## src/design/tcw_queue.sv

```systemverilog
// Two-entry request queue between the front and the back end.
// No dependencies.
module tcw_queue #(
	parameter int WIDTH = 24
) (
	input  logic             clk,
	input  logic             arst_n,
	input  logic             push,
	input  logic [WIDTH-1:0] din,
	input  logic             pop,
	output logic [WIDTH-1:0] dout,
	output logic             full,
	output logic             empty
);

	localparam logic [1:0] QDEPTH = 2'd2;

	logic [WIDTH-1:0] slot_q [2];
	logic             wr_ptr_q;
	logic             rd_ptr_q;
	logic [1:0]       count_q;

	assign full  = count_q == QDEPTH;
	assign empty = count_q == 2'd0;
	assign dout  = slot_q[rd_ptr_q];

	always_ff @(posedge clk) begin
		if (push) begin
			slot_q[wr_ptr_q] <= din;
		end
	end

	always_ff @(posedge clk or negedge arst_n) begin
		if (!arst_n) begin
			wr_ptr_q <= 1'b0;
			rd_ptr_q <= 1'b0;
			count_q  <= 2'd0;
		end else begin
			if (push) begin
				wr_ptr_q <= ~wr_ptr_q;
			end
			if (pop) begin
				rd_ptr_q <= ~rd_ptr_q;
			end
			if (push && !pop) begin
				count_q <= count_q + 2'd1;
			end else if (pop && !push) begin
				count_q <= count_q - 2'd1;
			end
		end
	end

endmodule

```

## config.mk

```make
export PLATFORM = sky130hd
export DESIGN_NAME = tcw_queue
export DESIGN_NICKNAME = d
export VERILOG_FILES = /design/src/design/tcw_queue.sv
export SDC_FILE = /design/constraint.sdc
export NUM_CORES = 1
export LEC_CHECK = 0
export BUFFER_PORTS_ARGS = -buffer_cell sky130_fd_sc_hd__buf_2
export CORE_MARGIN = 5
export CORE_UTILIZATION = 30
export DETAILED_ROUTE_END_ITERATION = 8
export GPL_TIMING_DRIVEN = 0
export PLACE_DENSITY = 0.61
export SYNTH_ARGS = -nofsm -noshare
export SYNTH_HDL_FRONTEND = slang
export SYNTH_SLANG_ARGS = --single-unit
```

## constraint.sdc

```tcl
create_clock -name clk -period 3.3 [get_ports clk]
set_clock_uncertainty 0.1 [all_clocks]
set_input_delay 0.66 -clock clk [delete_from_list [all_inputs] [get_ports clk]]
set_output_delay 0.66 -clock clk [all_outputs]
set_load 0.02 [all_outputs]
```

==> results.sh, run 1 <==
export IMPL_status="complete, no violations"
export IMPL_ys_seq_area_share_pct=76.28
export IMPL_worst_ep_arrival_time_ns=1.43
export IMPL_cts_max_path_buffers=2
export IMPL_end_kind="primary output"
export IMPL_clkLatencyLatePin_ns=0.30
export IMPL_gr_usage_met3_pct=3.363
export IMPL_fillerInstances=631
export IMPL_clk_pin_slew_ns=0.09
export IMPL_start_util_pct=30.24
export IMPL_syn_inst=91
export IMPL_grt_pass1_vias=1159
export IMPL_max_stage_delay_ns=0.38
export IMPL_cts_hold_fix_buffers=0
export IMPL_numCtsBuffers=5
export IMPL_die_w_um=92.07
export IMPL_numPortBuffers=53
export IMPL_worst_pin_slew_ns=1.158
export IMPL_placementRows=30
export IMPL_place_congestion=0.6159
export IMPL_path_delay_family="buffers and inverters"
export IMPL_track_usage_pct=8.162
export IMPL_wl_per_cell_um=14.50
export IMPL_setup_violations=0
export IMPL_ir_drop_v=0.0003889
export IMPL_min_period_over_period_pct=66.41
export IMPL_rsz0062_at_grt="false"
export IMPL_clock_sinks=52
export IMPL_num_vias=1000
export IMPL_cellPowerDensity_nw_per_um2=864.6
export IMPL_hp_class="in -> async"
export IMPL_crit_slowest_cell="dfrtp_1"
export IMPL_vias_per_cell=4.292
export IMPL_tritoncts="built"
export IMPL_drc_errors=0
export IMPL_final_hold_violation_count=0
export IMPL_setup_tns_ns=0
export IMPL_grt_max_degree=25
export IMPL_drt_iter0_drc=37
export IMPL_drive_above_1_share_pct=58.17
export IMPL_area_growth_syn_to_layout_pct=24.46
export IMPL_overflow=0
export IMPL_slew_viol_final=0
export IMPL_avgSynthCellArea_um2=22.21
export IMPL_syn_area_um2=2021
export IMPL_fmax_mhz=456.3
export IMPL_path_buf_inv=3
export IMPL_die_area_um2=8477
export IMPL_path_cells="buf_6 > buf_12 > mux2_4 > buf_2"
export IMPL_fp_dieH_um=92.07
export IMPL_layout_nets=181
export IMPL_dp_hpwl_um=2515
export IMPL_grt_pass1_wl_um=5250
export IMPL_fin_hold_ws_ns=0.04931
export IMPL_top_usage_layer="met2"
export IMPL_path_max_fanout=10
export IMPL_p_leak_nw=1.016
export IMPL_slew_headroom_pct=22.83
export IMPL_yosysUniqueCellTypes=13
export IMPL_synth_warnings=0
export IMPL_htreeDepth=2
export IMPL_dp_cells=225
export IMPL_dr_pass1_iters=3
export IMPL_seq_area_um2=1541
export IMPL_cts_resized=0
export IMPL_ant_nets=0
export IMPL_worstPathRequired_ns=2.54
export IMPL_maxCapViolCount=0
export IMPL_multiInputGateArea_um2=426.7
export IMPL_diodes=0
export IMPL_antenna_found_initial=0
export IMPL_io_pins=54
export IMPL_use_met2_pct=15.63
export IMPL_cts_root_buf="clkbuf_8"
export IMPL_period_needed_ns=2.192
export IMPL_core_area_um2=6681
export IMPL_crit_type="reg -> out"
export IMPL_ys_seq_elements=52
export IMPL_start_kind="register"
export IMPL_syn_num_nets=120
export IMPL_grt_util_met1_pct=7.971
export IMPL_post_cts_buffers=0
export IMPL_instances_no_fill=233
export IMPL_routed_wirelength_um=3378
## cells in the final DEF, fill, tap and decap left out, types with 2 or more instances in the layout
master,synthesis,routed
nor2_1,2,2
edfxtp_1,48,48
buf_2,0,53
mux2_4,19,19
buf_12,2,2
dfrtp_1,4,4
clkbuf_8,0,5
mux2_2,5,5
xor2_1,4,4
## final cells by class
class / instances / area share [%]
Sequential cell: 52 / 61.29
Multi-Input combinational cell: 35 / 16.97
Timing Repair Buffer: 54 / 11.14
Tap cell: 80 / 3.980
Clock buffer: 5 / 2.736
Buffer: 3 / 2.040
Clock inverter: 3 / 1.692
Inverter: 1 / 0.1493
## flip-flops by register name (all words and copies together), names as in the netlist
name,count
wr_ptr_q,1
count_q,2
rd_ptr_q,1
slot_q,48
## Yosys cell counts
library cell  number  area (um^2)
buf_6              1        11.26
dfrtp_1            4        100.1
xnor2_1            1        8.760
inv_1              1        3.750
mux2_2             5        56.30
buf_12             2        40.04
nor2b_1            2        12.51
and2_1             1        6.260
nor2_1             2        7.510
ha_1               1        12.51
edfxtp_1          48         1441
xor2_1             4        35.03
mux2_4            19        285.3
## report_power, final
| group | total (mW) | internal [mW] | leakage [nW] | switching, mW |
|---|---|---|---|---|
| registers | 0.929 | 0.882 | 0.497 | 0.0477 |
| clock network | 0.419 | 0.225 | 0.0558 | 0.195 |
| logic | 0.826 | 0.387 | 0.464 | 0.439 |
## per-layer routing
metal	vias to the layer above	part of all wire [%]	wire length, um
li1	464	-	-
met1	493	38	1273
met2	38	54	1814
met3	5	7.5	253
met4	0	1.1	37
met5	-	0	0
## stage by stage
stage,util [%],instance area (um^2),power [mW],setup WS [ns]
after floorplan,-,2021,1.550,1.026
after global placement,35.71,2386,1.753,0.3773
after detailed placement,35.97,2404,1.792,1.052
after CTS,37.64,2515,2.218,1.083
after global routing,37.64,2515,2.292,1.065
final,37.64,2515,2.174,1.108
## worst paths after layout
kind                                           endpoint                    from  slack (ns)  cells past startpoint
worst max register to register  slot_q[1][19]$_DFFE_PP_    wr_ptr_q$_DFFE_PN0P_        1.48                      1
min in group clk                 count_q[1]$_DFFE_PN0P_  count_q[1]$_DFFE_PN0P_        0.41                      1
worst min-delay path               rd_ptr_q$_DFFE_PN0P_                  arst_n        0.05                      1
max in group asynchronous        count_q[0]$_DFFE_PN0P_                  arst_n        2.93                      1
worst max-delay path                           dout[13]    rd_ptr_q$_DFFE_PN0P_        1.11                      4
worst min register to register   count_q[1]$_DFFE_PN0P_  count_q[1]$_DFFE_PN0P_        0.41                      1
## kinds of logic after synthesis
group / count (synthesis) / synth area share (%)
fa+ha+maj: 1 / 0.6191
buf+inv: 4 / 2.724
flops: 52 / 76.28
simple gates: 5 / 1.301
mux: 24 / 16.90
xor+xnor: 5 / 2.167
Note: power is estimated with default switching activity, not from simulation.
==> run 2: changes to the inputs <==
- PLACE_DENSITY: 0.61 -> 0.63
- clock period: 3.3 -> 1.75 ns (I/O delays scaled with it)
==> run 2 against run 1 <==
The run now ends with setup timing left. Sequential cell count stayed put. Clock-buffer cell count is 1 higher. Via count is 1.7% lower. Clock power is 88% higher. Core utilization is 2.4 points higher. Highest routed layer unchanged. Sequential power is 88% higher. Largest cell class unchanged. Critical path type unchanged. Setup slack worse by 1.2 ns. Non-clock buffer count is 3 higher.
==> results.sh, run 2 (synthesis results as in run 1) <==
export IMPL_area_growth_syn_to_layout_pct=32.26
export IMPL_rsz0062_at_grt="true"
export IMPL_start_kind="register"
export IMPL_track_usage_pct=8.346
export IMPL_layout_nets=184
export IMPL_path_buf_inv=3
export IMPL_diodes=0
export IMPL_die_area_um2=8477
export IMPL_min_period_over_period_pct=106.1
export IMPL_crit_slowest_cell="dfrtp_1"
export IMPL_grt_pass1_wl_um=5416
export IMPL_setup_violations=24
export IMPL_final_hold_violation_count=0
export IMPL_placementRows=30
export IMPL_overflow=0
export IMPL_clock_sinks=52
export IMPL_clk_pin_slew_ns=0.09
export IMPL_stdcell_area_um2=2673
export IMPL_vias_per_cell=4.165
export IMPL_drc_errors=0
export IMPL_hp_class="in -> reg"
export IMPL_numCtsBuffers=5
export IMPL_largestRegisters="slot_q (48), count_q (2)"
export IMPL_cts_max_path_buffers=2
export IMPL_path_max_fanout=10
export IMPL_period_needed_ns=1.858
export IMPL_tritoncts="built"
export IMPL_core_area_um2=6681
export IMPL_maxCapViolCount=0
export IMPL_num_vias=983
export IMPL_grt_pass1_vias=1120
export IMPL_max_stage_delay_ns=0.38
export IMPL_drt_iter0_drc=40
export IMPL_dpl_cell_area_um2=2389
export IMPL_wl_per_cell_um=13.74
export IMPL_p_leak_nw=1.078
export IMPL_slew_viol_final=0
export IMPL_end_kind="primary output"
export IMPL_place_congestion=0.6169
export IMPL_status="finished with violations"
export IMPL_clkLatencyLatePin_ns=0.29
export IMPL_finalWorstSetupSlack_ns=-0.1076
export IMPL_dp_hpwl_um=2265
export IMPL_io_pins=54
export IMPL_fmax_mhz=538.3
export IMPL_worst_ep_arrival_time_ns=1.41
export IMPL_setup_tns_ns=-2.051
export IMPL_path_cells="buf_6 > buf_12 > mux2_4 > buf_2"
export IMPL_cellPowerDensity_nw_per_um2=1654
export IMPL_final_common_cell="edfxtp_1"
export IMPL_routed_wirelength_um=3242
export IMPL_largest_register="slot_q"
export IMPL_cts_root_buf="clkbuf_8"
export IMPL_dr_pass1_iters=3
export IMPL_worst_pin_slew_ns=0.7346
export IMPL_slew_headroom_pct=50.92
export IMPL_die_w_um=92.07
export IMPL_worstPathRequired_ns=1.30
export IMPL_numPortBuffers=53
export IMPL_antenna_found_initial=0
export IMPL_final_cell_mix="48 x edfxtp_1, 31 x buf_2, 23 x buf_6, 19 x mux2_4"
export IMPL_fp_dieH_um=92.07
export IMPL_drive_above_1_share_pct=58.97
export IMPL_start_util_pct=30.24
export IMPL_grt_max_degree=25
export IMPL_violations="setup timing"
export IMPL_largest_reg_flops=48
export IMPL_ant_nets=0
export IMPL_crit_type="reg -> out"
export IMPL_path_delay_family="buffers and inverters"
export IMPL_fin_hold_ws_ns=0.1346
export IMPL_power_total_mw=4.421
export IMPL_ir_drop_v=0.0009221
export IMPL_htreeDepth=2
run 2: cell types whose count changed in the layout (fill, tap and decap cells not counted), sizes merged:
cell | previous run | this run
buf | 57 | 59
clkbuf | 5 | 6
clkinv | 2 | 1
dlygate4sd3 | 0 | 1
run 2: report_power, final:
part,switching [mW],internal [mW]
Sequential,0.0909,1.66
Clock,0.361,0.425
Combinational,0.875,1.01
Total,1.33,3.09
run 2: per-stage QoR:
stage / setup WS (ns) / cells / utilization, %
6_report: -0.1076 / 236 / 40.00
3_3_place_gp: -0.3044 / 224 / 35.75
3_5_place_dp: -0.3085 / 224 / 35.75
2_1_floorplan: 0.1972 / 91 / -
4_1_cts: -0.1278 / 235 / 39.51
5_1_grt: -0.1691 / 236 / 40.00
run 2: repair_timing:
item	in CTS	in global routing
hold buffers	1	0
hold endpoints to repair	4	0
setup endpoints to repair	71	24
buffers inserted	2	1
gates cloned	0	0
resized for setup	38	8
run 2: path summary, 6_finish.rpt:
kind                                        start                     end  slack (ns)  cells past startpoint
max in group asynchronous                  arst_n    wr_ptr_q$_DFFE_PN0P_        1.15                      2
setup / recovery             rd_ptr_q$_DFFE_PN0P_                dout[20]       -0.11                      4
setup reg to reg             wr_ptr_q$_DFFE_PN0P_  slot_q[0][5]$_DFFE_PP_        0.23                      1
min in group asynchronous                  arst_n  count_q[0]$_DFFE_PN0P_        0.27                      2
hold reg to reg            count_q[1]$_DFFE_PN0P_  count_q[1]$_DFFE_PN0P_        0.39                      1
hold / removal                                pop    rd_ptr_q$_DFFE_PN0P_        0.13                      2
run 2: final cells by class:
cell class / instances / area [um^2]
tap: 80 / 100.1
clock inverter: 2 / 35.03
inverter: 1 / 3.754
multi-input combinational: 35 / 432.9
timing repair buffer: 57 / 435.4
sequential: 52 / 1541
buffer: 3 / 51.30
clock buffer: 6 / 72.57
fill: 630 / 4009
run 2: metal layers:
metal  GRT usage, %  vias up  part of all wire [%]
li1               -      471                     -
met1          9.257      472                    41
met2          14.48       36                    50
met3          3.527        4                   7.2
met4          2.599        0                  0.83
met5              0        -                     0
