## config.mk

```make
export PLATFORM = sky130hd
export DESIGN_NAME = tcw_front
export DESIGN_NICKNAME = d
export VERILOG_FILES = /design/src/design/tcw_pkg.sv /design/src/design/tcw_front.sv
export SDC_FILE = /design/constraint.sdc
export NUM_CORES = 1
export LEC_CHECK = 0
export ABC_AREA = 1
export ABC_CLOCK_PERIOD_IN_PS = 2600
export BUFFER_PORTS_ARGS = -buffer_cell sky130_fd_sc_hd__buf_4
export CAP_MARGIN = 10
export CORE_AREA = 2 2 39 41
export DETAILED_ROUTE_END_ITERATION = 10
export DIE_AREA = 0 0 41 43
export PLACE_DENSITY = 0.67
export SYNTH_ARGS = -nofsm -noshare
export SYNTH_HDL_FRONTEND = slang
export SYNTH_SLANG_ARGS = --single-unit
```

## constraint.sdc

```tcl
create_clock -name vclk -period 2.6
set_input_delay 0.65 -clock vclk [all_inputs]
set_output_delay 0.65 -clock vclk [all_outputs]
set_load 0.03 [all_outputs]
```

## src/design/tcw_pkg.sv

```systemverilog
// Shared widths, codes and request types for the text console writer.
// No dependencies.
package tcw_pkg;

	localparam int ACTION_W = 3;
	localparam int CHAR_W   = 8;
	localparam int POS_W    = 11;
	localparam int CURSOR_W = 11;
	localparam int COLOR_W  = 8;
	localparam int CELL_W   = CHAR_W + COLOR_W;

	localparam logic [ACTION_W-1:0] ACT_PUT    = 3'd0;
	localparam logic [ACTION_W-1:0] ACT_BACK   = 3'd1;
	localparam logic [ACTION_W-1:0] ACT_CLEAR  = 3'd2;
	localparam logic [ACTION_W-1:0] ACT_SETCUR = 3'd3;
	localparam logic [ACTION_W-1:0] ACT_READ   = 3'd4;

	localparam logic [CHAR_W-1:0]  CH_NEWLINE = 8'd10;
	localparam logic [CHAR_W-1:0]  CH_SPACE   = 8'd32;
	localparam logic [COLOR_W-1:0] RESET_ATTR = 8'd7;

	typedef enum logic [2:0] {
		OP_PUT,
		OP_NEWLINE,
		OP_BACK,
		OP_CLEAR,
		OP_SETCUR,
		OP_READ,
		OP_NOP
	} op_kind_t;

	typedef struct packed {
		op_kind_t            kind;
		logic [CHAR_W-1:0]   ch;
		logic                in_range;
	} op_t;

endpackage

```

## src/design/tcw_front.sv

```systemverilog
// Front end: takes input requests, classifies them and clamps the position.
// Depends on tcw_pkg.
module tcw_front import tcw_pkg::*; #(
	parameter int ROW_COUNT = 25,
	parameter int COL_COUNT = 80,
	localparam int CELL_COUNT = ROW_COUNT * COL_COUNT,
	localparam int CUR_W = $clog2(CELL_COUNT)
) (
	input  logic                in_valid,
	output logic                in_stall,
	input  logic [ACTION_W-1:0] action,
	input  logic [CHAR_W-1:0]   char_code,
	input  logic [POS_W-1:0]    position,
	input  logic                q_full,
	input  logic                init_busy,
	output logic                push,
	output op_t                 push_op,
	output logic [CUR_W-1:0]    push_addr
);

	localparam int CMP_W = ((CUR_W > POS_W) ? CUR_W : POS_W) + 1;

	logic [CMP_W-1:0] pos_ext;
	logic             in_range;

	assign pos_ext  = CMP_W'(position);
	assign in_range = pos_ext < CMP_W'(CELL_COUNT);

	assign in_stall = q_full || init_busy;
	assign push     = in_valid && !in_stall;

	always_comb begin
		push_op.ch       = char_code;
		push_op.in_range = in_range;
		unique case (action)
			ACT_PUT: begin
				push_op.kind = (char_code == CH_NEWLINE) ? OP_NEWLINE : OP_PUT;
			end
			ACT_BACK:   push_op.kind = OP_BACK;
			ACT_CLEAR:  push_op.kind = OP_CLEAR;
			ACT_SETCUR: push_op.kind = OP_SETCUR;
			ACT_READ:   push_op.kind = OP_READ;
			default:    push_op.kind = OP_NOP;
		endcase
	end

	assign push_addr = in_range ? pos_ext[CUR_W-1:0] : CUR_W'(CELL_COUNT - 1);

endmodule

```

==> out/results.tsv, run 1 <==
metric	value	unit
outcome	finished, final reports clean	
syn_to_final_growth	101	%
syn_inst	60	
gp_congestion	0.619	
die_h	43	um
dpl.hpwl	756	um
drt-pass1-iter-count	1	
antenna_found_initial	0	
critical_path_class	input port to primary output	
grt_start_max_net_pins	6	
intPower	0.0584	mW
ir_drop	0.0753	mV
startpoint_type	input port	
final-max-slew-violation-count	0	
layout.nets	123	
p_clk_frac	0	
seq_power_share	0	
yosys.area.top_type	buf_4	
io_pins	50	
wire_per_inst	7.04	um
postCtsSetupBuffers	0	
grt_remaining_overflow	0	
max_slew_margin	0.862	
register_area	0	um2
ys_seq_area_frac	0	
tightest_slew	0.205	ns
yosys-top-cells-count	16 x inv_1, 9 x buf_4, 8 x nand2_1, 6 x nor2_1	
num_antenna_cells	0	
pwr-share-comb	1.000	
grt_pass1_vias	316	
design.seq.count	0	
final.min_clock_period	1.96	ns
wirelength	789	um
switching_share	0.552	
grtUsageTotal	0.0679	
cp.arrival	1.31	ns
setup_viol	0	
core-area	1380	um2
dp_cells	112	
finalCritPeriodShare	0.753	
holdBufCountCts	0	
grt_pass1_wl	924	um
max_freq	511	MHz
grt_setup_unrepaired	false	
crit_fanout	3	
leakagePower	0.409	nW
drc	0	
netlist_top_cells_area	buf_4 22%, inv_1 20%, nand2_2 10%	
crit_path_top_delay_cell	buf_4	
pwr_density_cell	212	nW/um2
nClkBuffers	0	
cts_resized	0	
avgSynthCellArea	5.09	um2
via_per_inst	3.96	
synth_nets	85	
synth_warnings	0	
ys_types	15	
ant_nets	0	
final_cell_count_no_fill	112	
maxCapViolations	0	
layout-drive-gt1-share	0.615	
synth_top_cell_area_share	0.221	
path_cells	buf_4, inv_1, nand2_1, nor2_1, nand3_1, nand2_1, buf_4	
dieArea	1760	um2
io_buffers	50	
drt_first_iter_violations	0	
p_sw	0.0719	mW
initial_utilization	0.221	
tns	0	ns
end_kind	primary output	
yosysMostFrequentCell	inv_1	
detailroute.via_count	443	
row_count	14	
crit_required	1.95	ns
hp-class	input port to primary output	
crit_buf_inv	3	
slowest_delay	0.15	ns
die_w	41	um
syn-cell-area	305	um2
path_delay_family	buffers and inverters	
finalHoldViolations	0	
==> final cells by class <==
class,instances,area [um2]
Fill cell,151,769
Tap cell,16,20.0
Timing Repair Buffer,50,375
Inverter,17,63.8
Multi-Input combinational cell,29,155
==> power groups by stage <==
stage / Sequential, mW / Clock (mW) / Combinational (mW)
floorplan: 0 / 0 / 0.0780
global placement: 0 / 0 / 0.131
detailed placement: 0 / 0 / 0.132
CTS: 0 / 0 / 0.132
global route: 0 / 0 / 0.139
finish: 0 / 0 / 0.130
==> logic make-up (layout without fill, tap and decap cells) <==
group           count (synthesis)  in the layout  share of synthesized area
compound gates                  4              4                      0.102
simple gates                   25             25                      0.406
buf+inv                        31             67                      0.492
==> metal layers <==
layer	GRT usage	wire (um)	up-vias
li1	-	-	228
met1	0.0601	244	173
met2	0.150	355	42
met3	0.00524	189	0
met4	0	0	0
met5	0	0	-
==> final timing paths <==
path | start | endpoint | slack, ns | cells past startpoint
worst min-delay path | char_code[5] | push_op[6] | 1.53 | 2
worst max-delay path | action[1] | push_op[9] | 0.64 | 7
==> cell usage in the layout, fill, tap and decap left out <==
cell,synthesis,routed
nand2_4,1,1
nand2_1,8,8
nand3_1,1,1
nor2_2,1,1
buf_4,9,50
a21oi_1,2,2
inv_1,16,16
nor2_1,6,6
o21ai_0,1,1
nor3_1,1,1
a21oi_4,1,1
nand2_2,5,5
inv_2,1,1
or2_1,2,2
==> metrics by stage <==
stage | hold WS (ns) | total power [mW] | worst slack (ns) | area (um2) | utilization
final | 1.53 | 0.130 | 0.643 | 614 | 0.444
after global routing | 1.53 | 0.139 | 0.546 | 614 | 0.444
after CTS | 1.53 | 0.132 | 0.639 | 614 | 0.444
after detailed placement | 1.53 | 0.132 | 0.642 | 614 | 0.444
after global placement | 1.53 | 0.131 | 0.663 | 614 | 0.444
after floorplan | 1.43 | 0.0780 | 0.499 | 305 | -
Power figures use the tool's default switching activity.
==> run 2, diff against run 1 <==
--- a/config.mk
+++ b/config.mk
@@ -5,14 +5,14 @@
 export SDC_FILE = /design/constraint.sdc
 export NUM_CORES = 1
 export LEC_CHECK = 0
-export ABC_AREA = 1
-export ABC_CLOCK_PERIOD_IN_PS = 2600
+export ABC_AREA = 0
+export ABC_CLOCK_PERIOD_IN_PS = 2000
 export BUFFER_PORTS_ARGS = -buffer_cell sky130_fd_sc_hd__buf_4
 export CAP_MARGIN = 10
 export CORE_AREA = 2 2 39 41
 export DETAILED_ROUTE_END_ITERATION = 10
 export DIE_AREA = 0 0 41 43
-export PLACE_DENSITY = 0.67
+export PLACE_DENSITY = 0.6
 export SYNTH_ARGS = -nofsm -noshare
 export SYNTH_HDL_FRONTEND = slang
 export SYNTH_SLANG_ARGS = --single-unit
==> constraint.sdc (replaced) <==
create_clock -name vclk -period 2
set_input_delay 0.5 -clock vclk [all_inputs]
set_output_delay 0.5 -clock vclk [all_outputs]
set_load 0.03 [all_outputs]
==> run 2 against run 1 <==
Combinational power grew 22%. Critical path depth shrank 2. Die area is the same. Sequential share of layout area is the same. Global-route usage is the same. Highest routed layer unchanged. Flip-flop and latch count is the same.
==> out/results.tsv, run 2 <==
metric	value	unit
design.seq.count	0	
io_pins	50	
path_cells	buf_4, nor4_4, a211oi_1, a211oi_2, buf_4	
netlist_top_cells_area	buf_4 31%, or2_2 14%, clkbuf_1 8.6%	
core-area	1380	um2
via_per_inst	3.84	
io_buffers	50	
synth_warnings	0	
yosys-top-cells-count	9 x buf_4, 5 x clkbuf_1, 5 x nor2_1, 5 x or2_2	
dp_cells	88	
grt_remaining_overflow	0	
avgSynthCellArea	6.05	um2
grt_pass1_vias	248	
grtUsageTotal	0.0679	
hold_depth	2	
ant_nets	0	
pwr_density_cell	293	nW/um2
maxCapViolations	0	
dieArea	1760	um2
syn-cell-area	218	um2
wirelength	731	um
grt_start_max_net_pins	8	
synth_top_cell_area_share	0.310	
detailroute.via_count	338	
final_cell_count_no_fill	88	
yosysMostFrequentCell	buf_4	
max_freq	535	MHz
crit_path_top_delay_cell	nor4_4	
ys_types	13	
layout_common_cells	50 x buf_4, 5 x nor2_1, 5 x or2_2	
path_depth	5	
crit_fanout	2	
finalHoldViolations	0	
max_slew_margin	0.775	
end_kind	primary output	
crit_buf_inv	2	
grt_setup_unrepaired	false	
gp_congestion	0.547	
final.min_clock_period	1.87	ns
crit_top_cell	buf_4	
nClkBuffers	0	
hp-class	input port to primary output	
crit_required	1.50	ns
drt_first_iter_violations	0	
finalPower	0.158	mW
ys_seq_area_frac	0	
cp.arrival	1.37	ns
grt_pass1_wl	910	um
finalCritPeriodShare	0.935	
drt-pass1-iter-count	1	
met1_length	215	um
drc	0	
post-route-util	0.391	
final-max-slew-violation-count	0	
register_area	0	um2
layout.nets	99	
startpoint_type	input port	
routed.top_layer	met3	
die_w	41	um
row_count	14	
num_antenna_cells	0	
slowest_delay	0.25	ns
ir_drop	0.0829	mV
dpl.hpwl	697	um
setup_viol	0	
path_delay_family	buffers and inverters	
synth_nets	61	
initial_utilization	0.157	
layout-drive-gt1-share	0.806	
outcome	finished, final reports clean	
syn_to_final_growth	148	%
routed-wl-met2	423	um
met3_length	93	um
wire_per_inst	8.31	um
yosys.area.top_type	buf_4	
final_common_cell	buf_4	
tns	0	ns
critical_path_class	input port to primary output	
die_h	43	um
antenna_found_initial	0	
tightest_slew	0.336	ns
leakagePower	0.293	nW
syn_inst	36	
==> run 2: cell count changes after synthesis, moves of 5 or more <==
cell	delta
inv_1	-14
or2_2	+5
nand2_2	-5
nand2_1	-7
==> run 2: cell type report <==
type / count / area, um2
Fill cell: 158 / 843
Inverter: 2 / 7.51
Multi-Input combinational cell: 20 / 138
Tap cell: 16 / 20.0
Timing Repair Buffer: 50 / 375
==> run 2: power breakdown <==
group	internal, mW	switching (mW)
combinational	0.0741	0.0843
sequential	0	0
clock	0	0
==> run 2: metrics by stage <==
step	instance area, um2	hold WS, ns	setup slack [ns]
final	541	1.22	0.129
after global routing	541	1.23	0.0325
after CTS	532	1.23	0.0848
after detailed placement	532	1.23	0.0875
after global placement	532	1.22	0.0790
after floorplan	223	1.06	0.154
==> run 2: what timing repair did <==
action,4_1_cts,5_1_grt
hold buffers,0,0
setup buffers,0,0
endpoints found under the setup margin,0,1
resized for setup,0,1
==> run 2: worst paths after layout <==
kind / start / endpoint / slack, ns
setup / recovery: char_code[5] / push_op[9] / 0.13
hold / removal: char_code[0] / push_op[1] / 1.22
==> run 2: cell families after synthesis <==
kind of cell	count (synthesis)	share of synthesized area
simple gates	17	0.477
buf+inv	16	0.431
compound gates	3	0.0919
==> run 2: layer usage <==
metal | vias up | global-route usage
li1 | 175 | -
met5 | - | 0
met1 | 144 | 0.0696
met2 | 19 | 0.141
met4 | 0 | 0
met3 | 0 | 0.00524
==> run 3, diff against run 2 <==
--- a/config.mk
+++ b/config.mk
@@ -6,13 +6,14 @@
 export NUM_CORES = 1
 export LEC_CHECK = 0
 export ABC_AREA = 0
-export ABC_CLOCK_PERIOD_IN_PS = 2000
+export ABC_CLOCK_PERIOD_IN_PS = 1500
 export BUFFER_PORTS_ARGS = -buffer_cell sky130_fd_sc_hd__buf_4
 export CAP_MARGIN = 10
 export CORE_AREA = 2 2 39 41
 export DETAILED_ROUTE_END_ITERATION = 10
 export DIE_AREA = 0 0 41 43
-export PLACE_DENSITY = 0.6
+export PLACE_DENSITY = 0.62
+export RECOVER_POWER = 50
 export SYNTH_ARGS = -nofsm -noshare
 export SYNTH_HDL_FRONTEND = slang
 export SYNTH_SLANG_ARGS = --single-unit
==> constraint.sdc (replaced) <==
create_clock -name vclk -period 1.5
set_input_delay 0.375 -clock vclk [all_inputs]
set_output_delay 0.375 -clock vclk [all_outputs]
set_load 0.03 [all_outputs]
==> run 3 against run 2 <==
The run now ends with setup timing left. Cell area grew 12%. Combinational power up 45%. Via count up 12%. Die area is the same. Wire length is 31% higher. Final cell count rose by 1.1%. Largest cell class unchanged.
==> out/results.tsv, run 3 (synthesis gave the netlist of run 2 again) <==
metric	value	unit
initial_utilization	0.157	
grtUsageTotal	0.0889	
startpoint_type	input port	
end_kind	primary output	
path_cells	buf_6, nor4_4, a211oi_2, a211oi_2, buf_4	
p_sw	0.121	mW
grt_setup_unrepaired	true	
dpl.hpwl	776	um
layout-drive-gt1-share	0.753	
crit_required	1.12	ns
nClkBuffers	0	
final.min_clock_period	1.54	ns
final_common_cell	buf_4	
seq_power_share	0	
tightest_slew	0.378	ns
grt_pass1_vias	309	
syn_to_final_growth	178	%
layout_common_cells	28 x buf_4, 14 x buf_6, 9 x clkbuf_1	
core-area	1380	um2
ant_nets	0	
crit_top_cell	a211oi_2	
drt-pass1-iter-count	1	
grt_start_max_net_pins	7	
antenna_found_initial	0	
drc	0	
finalCritPeriodShare	1.03	
drt_first_iter_violations	0	
die_h	43	um
via_per_inst	4.24	
finalHoldViolations	0	
max_freq	649	MHz
pre_cts_slack	-0.0881	ns
final-max-slew-violation-count	0	
layout.nets	100	
die_w	41	um
design_area	606	um2
io_pins	50	
tns	-0.0414	ns
layout_setup_ws	-0.0414	ns
pwr-share-comb	1.000	
grt_pass1_wl	1.12	mm
io_buffers	50	
grt_remaining_overflow	0	
intPower	0.107	mW
finalPower	0.229	mW
crit_fanout	2	
holdBufCountCts	0	
num_antenna_cells	0	
hp-class	input port to primary output	
row_count	14	
dieArea	1760	um2
leakagePower	0.287	nW
slowest_delay	0.26	ns
setup_viol	1	
detailroute.via_count	377	
max_slew_margin	0.749	
gp_congestion	0.638	
ir_drop	0.150	mV
register_area	0	um2
crit_path_top_delay_cell	nor4_4	
cp.arrival	1.17	ns
wirelength	955	um
switching_share	0.530	
wire_per_inst	10.7	um
post-route-util	0.438	
critical_path_class	input port to primary output	
failed_checks	setup timing	
maxCapViolations	0	
p_clk_frac	0	
placed_cell_area	542	um2
design.seq.count	0	
pwr_density_cell	378	nW/um2
outcome	complete, but fails checks	
==> run 3: path summary, 6_finish.rpt <==
kind	startpoint	to	slack [ns]	depth (start not counted)
hold / removal	char_code[5]	push_op[6]	0.98	2
setup / recovery	char_code[5]	push_op[9]	-0.04	5
==> run 3: per-layer routing <==
metal	vias to the layer above	GRT usage	routed length, um
li1	179	-	-
met1	159	0.0601	238
met2	39	0.209	534
met3	0	0.0157	181
met4	0	0	0
met5	-	0	0
==> run 3: power by group through the flow <==
stage | Combinational (mW) | Sequential (mW) | Clock, mW
finish | 0.229 | 0 | 0
CTS | 0.228 | 0 | 0
global route | 0.241 | 0 | 0
floorplan | 0.119 | 0 | 0
detailed placement | 0.212 | 0 | 0
global placement | 0.211 | 0 | 0
==> run 3: area by class of cell <==
| cell class | instances | area, um2 |
|---|---|---|
| timing repair buffer | 51 | 402 |
| fill | 151 | 778 |
| tap | 16 | 20.0 |
| multi-input combinational | 20 | 176 |
| inverter | 2 | 7.51 |
==> run 3: worst max-delay path: cells and delay by family <==
family          cells  cell delay [ns]
buf+inv             2             0.28
simple gates        1             0.26
compound gates      2             0.24
==> run 3: per-stage QoR <==
stage / hold slack (ns) / std cells
after detailed placement: 0.976 / 89
after floorplan: 0.818 / 36
final: 0.979 / 89
after CTS: 0.963 / 89
after global routing: 0.986 / 89
after global placement: 0.974 / 89
==> run 3: what timing repair did <==
action                     4_1_cts  5_1_grt
setup buffers                    0        0
resized for setup               14       12
pin swaps                        2        3
setup endpoints to repair        7        7
